File: config.mk
export PLATFORM = sky130hd
export DESIGN_NAME = sm3_hash_engine
export DESIGN_NICKNAME = d
export VERILOG_FILES = /design/src/design/sm3_pkg.sv /design/src/design/sm3_compress.sv /design/src/design/sm3_hash_engine.sv
export SDC_FILE = /design/constraint.sdc
export NUM_CORES = 2
export LEC_CHECK = 0
export BUFFER_PORTS_ARGS = -buffer_cell sky130_fd_sc_hd__buf_2
export CAP_MARGIN = 20
export CORE_MARGIN = 4
export CORE_UTILIZATION = 25
export DETAILED_ROUTE_END_ITERATION = 16
export GPL_TIMING_DRIVEN = 1
export PLACE_DENSITY_LB_ADDON = 0.08
export SETUP_SLACK_MARGIN = 0.2
export SLEW_MARGIN = 20
export SYNTH_ARGS = -nofsm -noshare
export SYNTH_HDL_FRONTEND = slang
export SYNTH_SLANG_ARGS = --single-unit
File: constraint.sdc
create_clock -name clk -period 29.7 [get_ports clk]
set_input_delay 1.485 -clock clk [delete_from_list [all_inputs] [get_ports clk]]
set_output_delay 1.485 -clock clk [all_outputs]
set_load 0.005 [all_outputs]
File: src/design/sm3_pkg.sv
// SM3 hash engine package: constants and round helper functions.
// No dependencies.
package sm3_pkg;
  localparam int WORD_W = 32;
  localparam logic [WORD_W-1:0] IV_WORDS [8] = '{
    32'h7380166f, 32'h4914b2b9, 32'h172442d7, 32'hda8a0600,
    32'ha96f30bc, 32'h163138aa, 32'he38dee4d, 32'hb0fb0e4e};
  localparam logic [WORD_W-1:0] T_LOW  = 32'h79cc4519;
  localparam logic [WORD_W-1:0] T_HIGH = 32'h7a879d8a;
  localparam logic [7:0] PAD_BYTE = 8'h80;

  function automatic logic [31:0] rotl(input logic [31:0] x, input logic [4:0] n);
    logic [63:0] d;
    d = {x, x} << n;
    return d[63:32];
  endfunction

  function automatic logic [31:0] perm0(input logic [31:0] x);
    return x ^ rotl(x, 5'd9) ^ rotl(x, 5'd17);
  endfunction

  function automatic logic [31:0] perm1(input logic [31:0] x);
    return x ^ rotl(x, 5'd15) ^ rotl(x, 5'd23);
  endfunction

  // Control returned from the compression core to the input sequencer.
  typedef struct packed {
    logic start;
    logic busy;
  } sm3_cmp_ctl_t;
endpackage

File: src/design/sm3_compress.sv
// SM3 compression core: one round per cycle, 16-word schedule window.
// Depends on sm3_pkg.
module sm3_compress
  import sm3_pkg::*;
(
  input  logic             clk,
  input  logic             rst_n,
  input  logic             start,       // block words are in the block memory
  output logic [3:0]       blk_addr,    // block word read address
  input  logic [31:0]      blk_rdata,   // registered read of blk_addr, arrives the cycle after
  input  logic             init_cv,     // reload IV
  output sm3_cmp_ctl_t     ctl,
  output logic [255:0]     cv           // chaining value, word 0 high
);
  typedef enum logic [2:0] {
    S_IDLE = 3'b001, S_LOAD = 3'b010, S_RUN = 3'b100
  } cst_t;

  cst_t        st_r, st_nxt;
  logic [6:0]  cnt_r, cnt_nxt;
  logic [31:0] cv_r [8];
  logic [31:0] r_r  [8];
  // Sliding W window: w_r[k] holds W[j+k] in round j.
  logic [31:0] w_r  [16];
  logic [31:0] wn, a12, ss1, ss2, ff, gg, tt1, tt2, tj;
  logic [5:0]  j;

  assign blk_addr = cnt_r[3:0];
  assign ctl.busy = (st_r != S_IDLE);
  assign ctl.start = start;
  assign j = cnt_r[5:0];

  // Load fills the window from the registered block read, then 64 rounds.
  always_comb begin
    st_nxt = st_r;
    cnt_nxt = cnt_r;
    unique case (st_r)
      S_IDLE: if (start) begin st_nxt = S_LOAD; cnt_nxt = '0; end
      S_LOAD: begin
        cnt_nxt = cnt_r + 7'd1;
        if (cnt_r == 7'd16) begin st_nxt = S_RUN; cnt_nxt = '0; end
      end
      S_RUN: begin
        cnt_nxt = cnt_r + 7'd1;
        if (cnt_r == 7'd63) st_nxt = S_IDLE;
      end
      default: st_nxt = S_IDLE;
    endcase
  end

  // Expansion of W[j+16] and the round function.
  always_comb begin
    wn  = perm1(w_r[0] ^ w_r[7] ^ rotl(w_r[13], 5'd15)) ^ rotl(w_r[3], 5'd7) ^ w_r[10];
    tj  = (j < 6'd16) ? T_LOW : T_HIGH;
    a12 = rotl(r_r[0], 5'd12);
    ss1 = rotl(a12 + r_r[4] + rotl(tj, j[4:0]), 5'd7);
    ss2 = ss1 ^ a12;
    if (j < 6'd16) begin
      ff = r_r[0] ^ r_r[1] ^ r_r[2];
      gg = r_r[4] ^ r_r[5] ^ r_r[6];
    end else begin
      ff = (r_r[0] & r_r[1]) | (r_r[0] & r_r[2]) | (r_r[1] & r_r[2]);
      gg = (r_r[4] & r_r[5]) | (~r_r[4] & r_r[6]);
    end
    tt1 = ff + r_r[3] + ss2 + (w_r[0] ^ w_r[4]);
    tt2 = gg + r_r[7] + ss1 + w_r[0];
  end

  always_ff @(posedge clk) begin
    if (!rst_n) begin
      st_r <= S_IDLE;
      cnt_r <= '0;
      for (int i = 0; i < 8; i++) cv_r[i] <= IV_WORDS[i];
    end else begin
      st_r <= st_nxt;
      cnt_r <= cnt_nxt;
      if (init_cv) begin
        for (int i = 0; i < 8; i++) cv_r[i] <= IV_WORDS[i];
      end else if (st_r == S_RUN && cnt_r == 7'd63) begin
        cv_r[0] <= cv_r[0] ^ tt1;
        cv_r[1] <= cv_r[1] ^ r_r[0];
        cv_r[2] <= cv_r[2] ^ rotl(r_r[1], 5'd9);
        cv_r[3] <= cv_r[3] ^ r_r[2];
        cv_r[4] <= cv_r[4] ^ perm0(tt2);
        cv_r[5] <= cv_r[5] ^ r_r[4];
        cv_r[6] <= cv_r[6] ^ rotl(r_r[5], 5'd19);
        cv_r[7] <= cv_r[7] ^ r_r[6];
      end
    end
  end

  // Window fill and round state.
  always_ff @(posedge clk) begin
    if (st_r == S_LOAD) begin
      if (cnt_r == 7'd0) begin
        for (int i = 0; i < 8; i++) r_r[i] <= cv_r[i];
      end else begin
        // word cnt_r-1 arrives; after 16 shifts w_r[i] = W[i]
        for (int i = 0; i < 15; i++) w_r[i] <= w_r[i+1];
        w_r[15] <= blk_rdata;
      end
    end else if (st_r == S_RUN) begin
      for (int i = 0; i < 15; i++) w_r[i] <= w_r[i+1];
      w_r[15] <= wn;
      r_r[3] <= r_r[2];
      r_r[2] <= rotl(r_r[1], 5'd9);
      r_r[1] <= r_r[0];
      r_r[0] <= tt1;
      r_r[7] <= r_r[6];
      r_r[6] <= rotl(r_r[5], 5'd19);
      r_r[5] <= r_r[4];
      r_r[4] <= perm0(tt2);
    end
  end

  for (genvar g = 0; g < 8; g++) begin : g_cv
    assign cv[255-32*g -: 32] = cv_r[g];
  end

  a_start_idle: assert property (@(posedge clk) disable iff (!rst_n)
    start |-> st_r == S_IDLE) else $error("start while busy");
  a_run_len: assert property (@(posedge clk) disable iff (!rst_n)
    (st_r == S_RUN && cnt_r == 7'd63) |=> st_r == S_IDLE) else $error("round count");
  a_cnt_rng: assert property (@(posedge clk) disable iff (!rst_n)
    st_r == S_LOAD |-> cnt_r <= 7'd16) else $error("load count");
endmodule

File: src/design/sm3_hash_engine.sv
// SM3 hash engine top: byte packing into a block memory, padding sequencer,
// digest output. Depends on sm3_pkg and sm3_compress.
//
// Usage: message words enter on the in_ stream (tdata = data_word, valid
// bytes; tlast marks the last word). One word is taken at a time: the beat
// is accepted in the idle state, then its bytes pack into a 16-word block
// memory at one byte per cycle, pausing while a full block compresses, and
// only then is the next beat accepted. A byte that fills the block starts
// the compression: the core loads the block words out of the memory into
// the schedule window, runs 64 rounds at one per cycle and hands control
// back to the sequencer. The last word appends padding one byte per cycle,
// again pausing while a full block compresses, compresses once or twice
// more, and then the first digest beat comes up. Eight digest beats follow
// on out_ (tuser = word_index, tlast = last_digest), one per cycle while
// out_tready is high. No input is taken until the eighth beat is accepted;
// a stalled receiver simply holds the current beat. Reset loads the
// initial value and clears lengths; the block memory needs no clearing.
module sm3_hash_engine
  import sm3_pkg::*;
(
  input  logic        clk,
  input  logic        rst_n,
  input  logic        in_tvalid,
  output logic        in_tready,
  input  logic [39:0] in_tdata,   // [31:0] data_word, [34:32] valid_bytes, rest zero
  input  logic        in_tlast,   // last_word
  output logic        out_tvalid,
  input  logic        out_tready,
  output logic [31:0] out_tdata,  // [31:0] digest_word
  output logic [2:0]  out_tuser,  // [2:0] word_index
  output logic        out_tlast   // last_digest
);
  typedef enum logic [4:0] {
    T_IDLE = 5'b00001, T_BYTES = 5'b00010, T_PAD = 5'b00100,
    T_COMP = 5'b01000, T_OUT = 5'b10000
  } tst_t;

  tst_t         st_r, st_nxt;
  logic [31:0]  word_r;
  logic [2:0]   cnt_r;      // bytes left of current word
  logic         last_r;
  logic [5:0]   fill_r;
  logic [63:0]  blen_r;
  logic [2:0]   oidx_r;
  logic         padded_r;   // 0x80 written
  logic         len_blk_r;  // this block carries the length in bytes 56..63
  logic         fin_r;      // running compression is the final one
  logic [31:0]  mem [16];
  logic [31:0]  mem_rd_r;
  logic [31:0]  acc_r;      // partial word being assembled
  logic [3:0]   core_addr;
  logic         cstart;
  sm3_cmp_ctl_t cctl;
  logic [255:0] cv;
  logic         put;
  logic [7:0]   pbyte;
  logic [2:0]   vb;
  logic [31:0]  acc_nxt;
  logic [63:0]  len_sh;
  logic         init_cv;

  assign vb = (in_tdata[34:32] > 3'd4) ? 3'd4 : in_tdata[34:32];

  // Byte to place this cycle.
  always_comb begin
    put = 1'b0;
    pbyte = 8'h00;
    len_sh = blen_r << {fill_r[2:0], 3'b000};
    if (st_r == T_BYTES) begin
      put = (cnt_r != 3'd0);
      pbyte = word_r[31:24];
    end else if (st_r == T_PAD) begin
      put = 1'b1;
      if (!padded_r) pbyte = PAD_BYTE;
      else if (len_blk_r && fill_r >= 6'd56) pbyte = len_sh[63:56];
    end
    acc_nxt = {acc_r[23:0], pbyte};
  end

  // Sequencer: bytes, padding, compression handoff, digest beats.
  always_comb begin
    st_nxt = st_r;
    cstart = 1'b0;
    init_cv = 1'b0;
    unique case (st_r)
      T_IDLE: if (in_tvalid) st_nxt = T_BYTES;
      T_BYTES: begin
        if (cnt_r == 3'd0) st_nxt = last_r ? T_PAD : T_IDLE;
        else if (fill_r == 6'd63) begin cstart = 1'b1; st_nxt = T_COMP; end
        else if (cnt_r == 3'd1) st_nxt = last_r ? T_PAD : T_IDLE;
      end
      T_PAD: begin
        if (fill_r == 6'd63) begin cstart = 1'b1; st_nxt = T_COMP; end
      end
      T_COMP: begin
        if (!cctl.busy) begin
          if (fin_r) st_nxt = T_OUT;
          else if (cnt_r != 3'd0) st_nxt = T_BYTES;
          else if (last_r) st_nxt = T_PAD;
          else st_nxt = T_IDLE;
        end
      end
      T_OUT: if (out_tready && oidx_r == 3'd7) begin
        st_nxt = T_IDLE; init_cv = 1'b1;
      end
      default: st_nxt = T_IDLE;
    endcase
  end

  assign in_tready = (st_r == T_IDLE);

  // Block memory: one word write, core reads through its own address.
  always_ff @(posedge clk) begin
    if (put && fill_r[1:0] == 2'd3) mem[fill_r[5:2]] <= acc_nxt;
    mem_rd_r <= mem[core_addr];
  end

  always_ff @(posedge clk) begin
    if (!rst_n) begin
      st_r <= T_IDLE; fill_r <= '0; blen_r <= '0; oidx_r <= '0;
      padded_r <= 1'b0; cnt_r <= '0; last_r <= 1'b0;
      len_blk_r <= 1'b0; fin_r <= 1'b0;
    end else begin
      st_r <= st_nxt;
      if (st_r == T_IDLE && in_tvalid) begin
        word_r <= in_tdata[31:0];
        cnt_r <= vb;
        last_r <= in_tlast;
        blen_r <= blen_r + {58'd0, vb, 3'd0};
      end
      if (put) begin
        acc_r <= acc_nxt;
        fill_r <= fill_r + 6'd1;
        if (st_r == T_BYTES) begin
          word_r <= {word_r[23:0], 8'h00};
          cnt_r <= cnt_r - 3'd1;
        end
        if (st_r == T_PAD) begin
          padded_r <= 1'b1;
          // pad byte past byte 55 pushes the length into the next block
          if (fill_r == 6'd63) len_blk_r <= 1'b1;
          else if (!padded_r) len_blk_r <= (fill_r < 6'd56);
          fin_r <= padded_r && len_blk_r && (fill_r == 6'd63);
        end
      end
      if (st_r == T_OUT && out_tready) begin
        oidx_r <= oidx_r + 3'd1;
        if (oidx_r == 3'd7) begin
          blen_r <= '0; padded_r <= 1'b0; last_r <= 1'b0;
          len_blk_r <= 1'b0; fin_r <= 1'b0;
        end
      end
    end
  end

  sm3_compress u_cmp (
    .clk(clk), .rst_n(rst_n), .start(cstart), .blk_addr(core_addr),
    .blk_rdata(mem_rd_r), .init_cv(init_cv), .ctl(cctl), .cv(cv));

  assign out_tvalid = (st_r == T_OUT);
  assign out_tdata  = cv[255 - 32*oidx_r -: 32];
  assign out_tuser  = oidx_r;
  assign out_tlast  = (oidx_r == 3'd7);

  a_no_in_busy: assert property (@(posedge clk) disable iff (!rst_n)
    cctl.busy |-> !in_tready) else $error("input taken during compression");
  a_out_idx: assert property (@(posedge clk) disable iff (!rst_n)
    (out_tvalid && !out_tready) |=> $stable(out_tuser)) else $error("index moved");
  a_fill_word: assert property (@(posedge clk) disable iff (!rst_n)
    cstart |-> fill_r == 6'd63) else $error("start on partial block");
endmodule
==> summary.md <==
| Metric | Value |
|---|---|
| Warnings, synthesis | `0` |
| Worst-Margin Slew | `1.15 ns` |
| Largest net degree at the start of global routing | `172` |
| PD cells | `56.7 nW/um^2` |
| Final setup vio count | `0` |
| Ys async rst share | `0%` |
| Syn avg cell area | `13.5 sq um` |
| Sequential area share after synthesis | `61.5%` |
| Crit Path Max Fanout | `42` |
| Placed Cells | `10300` |
| CP Capture Type | `register` |
| DRT antenna net count | `0` |
| First-pass GRT wire length | `378000 microns` |
| Slew Viols, Final | `0` |
| Fin crit period | `11.17 ns` |
| Fillers | `32700` |
| Fin nets | `6485` |
| TritonCTS clock tree | `done` |
| Layout cells sized above 1 | `13.0%` |
| Worst path slowest cell | `a21boi_0` |
| Syn Nets | `6372` |
| Finished Core Util | `29.0%` |
| Die area | `334000 sq um` |
| Fin cells | `10600` |
| Final hold violation count | `0` |
| Status | `finished clean` |
| Max cap viols | `0` |
| Worst Path Arrival | `11.73 ns` |
| Routed Wire Length | `270000 microns` |
| Final TNS setup | `0 ns` |
| IO Count | `83` |
| Worst-Skew Late Latency | `0.89 ns` |
| Max Fclk | `0.0895 GHz` |
| Top cell by count, worst path | `fa_1` |
| Router iterations before antenna repair | `6` |
| Clk pin slew, worst setup/hold paths | `0.06 ns` |
| Via count of the first global-routing pass | `47400` |
| RSZ-0062 raised after global routing | `no` |
| Slowest stage delay, CP | `0.89 ns` |
| Die H | `578 microns` |
| Unique masters post-synth | `83` |
| Clock Skew | `0.0723 ns` |
| Core area | `324000 sq um` |
| Startpoint types | `register` |
| Initial antenna violation count | `15` |
| Tcrit/Tclk final | `37.6%` |
| Area grow syn2layout | `15.5%` |
| Post-Syn Instances | `6029` |
| Peak VDD IR | `45.4 uV` |
| Post-CTS Resized | `0` |
| Grt ovf | `0` |
| Worst relative slew slack | `22.7%` |
| CTS Sinks | `1716` |
| Cts hold-fix bufs | `0` |
| Residual DRC | `0` |
| Number of vias per cell | `4.49` |
| I/O Buffers | `77` |
| Worst setup path class | `reg2reg` |
| Class of the worst hold path | `reg2reg` |
| Total CTS buffers | `203` |
| Routability Congestion | `0.873` |
| Total Routing Usage GR | `15.9%` |
| Die Wd | `578 microns` |
| Htree depth | `4` |
| Post-synth EDFFs | `1560` |
| Final HPWL DP | `184000 microns` |
| P_leak | `32.6 nW` |
| Syn Std Cell Area | `81300 sq um` |
| Clock tree buffer depth | `4` |
| Post-synth top flop | `edfxtp_1` |
| Starting Density | `25.1%` |
| Vias | `47800` |
| Flop and latch count out of synthesis | `1716` |
| Clock root cell | `clkbuf_16` |
| Num rows | `209` |
| Post-CTS Setup Repair Bufs | `0` |
| Drt initial violations | `3971` |
| Req. time, crit path | `30.26 ns` |
| WL/cell | `25.4 microns` |
==> state kept, by name, indices dropped and copies added, names as in the netlist, 3 cells and up <==
signal,cells
acc_r,24
blen_r,61
cnt_r,3
fill_r,6
mem,512
mem_rd_r,32
out_tuser,3
st_r,5
u_cmp.cnt_r,7
u_cmp.cv_r,256
u_cmp.r_r,256
u_cmp.st_r,3
u_cmp.w_r,512
word_r,32
==> path summary, 6_finish.rpt <==
path                 endpoint  cells past startpoint  slack, ns            start
max          u_cmp.cv_r[1][0]                     32      18.53   u_cmp.cnt_r[1]
min           u_cmp.w_r[5][5]                      0       0.38  u_cmp.w_r[6][5]
max reg2reg  u_cmp.cv_r[1][0]                     32      18.53   u_cmp.cnt_r[1]
min reg2reg   u_cmp.w_r[5][5]                      0       0.38  u_cmp.w_r[6][5]
==> synthesized netlist by cell type (all sizes together), types with 37 or more instances <==
| cell | count | area (sq um) |
|---|---|---|
| nand2 | 1076 | 4040 |
| or3 | 45 | 282 |
| dfxtp | 156 | 3120 |
| a21oi | 189 | 946 |
| inv | 241 | 905 |
| a21o | 47 | 353 |
| nor3 | 56 | 285 |
| nor2 | 334 | 1260 |
| edfxtp | 1560 | 46800 |
| nand3 | 83 | 415 |
| mux4 | 237 | 5340 |
| clkbuf | 221 | 830 |
| xnor2 | 492 | 4350 |
| ha | 109 | 1360 |
| xor2 | 179 | 1570 |
| fa | 189 | 3780 |
| mux2 | 60 | 676 |
| buf | 37 | 140 |
| o21ai | 281 | 1410 |
| a31oi | 53 | 332 |
==> power by group <==
group / leakage (nW) / internal (mW) / switching (mW)
sequential: 16.4 / 2.64 / 0.0179
clock: 3.28 / 1.52 / 1.06
combinational: 12.9 / 0.0327 / 0.0611
total: 32.6 / 4.19 / 1.13
==> cell families (layout without fill, tap and decap cells) <==
kind of cell / Yosys count / count (layout) / share of synthesized area, %
buffers and inverters: 500 / 785 / 2.31
XOR/XNOR: 681 / 681 / 7.57
flip-flops: 1716 / 1716 / 61.5
AO/OA/AOI/OAI: 734 / 734 / 5.36
multiplexers: 331 / 331 / 7.82
AND/OR/NAND/NOR: 1769 / 1769 / 9.15
other: 0 / 10 / 0
adder cells (fa/ha/maj): 298 / 298 / 6.33
==> metal layers <==
layer	wire [microns]	global-route usage (%)
met5	32	0
met4	6820	4.07
met3	10700	1.94
met2	125000	25.4
met1	128000	22.7
==> worst max-delay path: cells and delay by family, from the launching register on <==
kind                     cells  cell delay (ns)
XOR/XNOR                     2             0.75
flip-flops                   1             0.63
multiplexers                 1             0.61
adder cells (fa/ha/maj)      7             2.66
AND/OR/NAND/NOR              5             1.35
buffers and inverters        4             0.83
AO/OA/AOI/OAI               13             3.96
==> cell usage in the layout (no fill, tap or decap), types with 31 or more instances in the layout <==
cell,count
nand3_1,82
xnor2_1,489
xor2_1,179
buf_4,86
dfxtp_1,149
a21o_1,47
inv_1,239
or3_1,45
mux2_2,60
clkinv_1,35
a31oi_1,53
fa_1,189
clkbuf_1,53
o21ai_0,265
mux4_2,237
nor2_1,319
nor3_1,51
mux2i_1,34
ha_1,109
a21oi_1,186
clkbuf_16,205
nand2_1,1072
buf_2,77
nor2b_1,31
edfxtp_1,1560
==> area by class of cell <==
type                            instances  area [sq um]  area share (%)
Inverter                              242           916           0.975
Antenna cell                           10          25.0          0.0267
Sequential cell                      1716         50000            53.2
Multi-Input combinational cell       3813         29700            31.6
Timing Repair Buffer                  166          1090            1.16
Clock inverter                        100          1190            1.27
Tap cell                             4325          5410            5.76
Clock buffer                          277          5590            5.95
==> per-stage QoR <==
| step | hold WS (ns) | total power, mW | area (sq um) | setup slack, ns |
|---|---|---|---|---|
| after floorplan | 0.400 | 2.76 | 81300 | 14.38 |
| after global routing | 0.381 | 5.53 | 93900 | 18.13 |
| after detailed placement | 0.405 | 2.80 | 87100 | 18.80 |
| after CTS | 0.364 | 5.42 | 93900 | 18.69 |
| final | 0.379 | 5.32 | 93900 | 18.53 |
| after global placement | 0.400 | 2.80 | 87100 | 18.83 |
No activity file was read; power rests on OpenSTA's default activity.
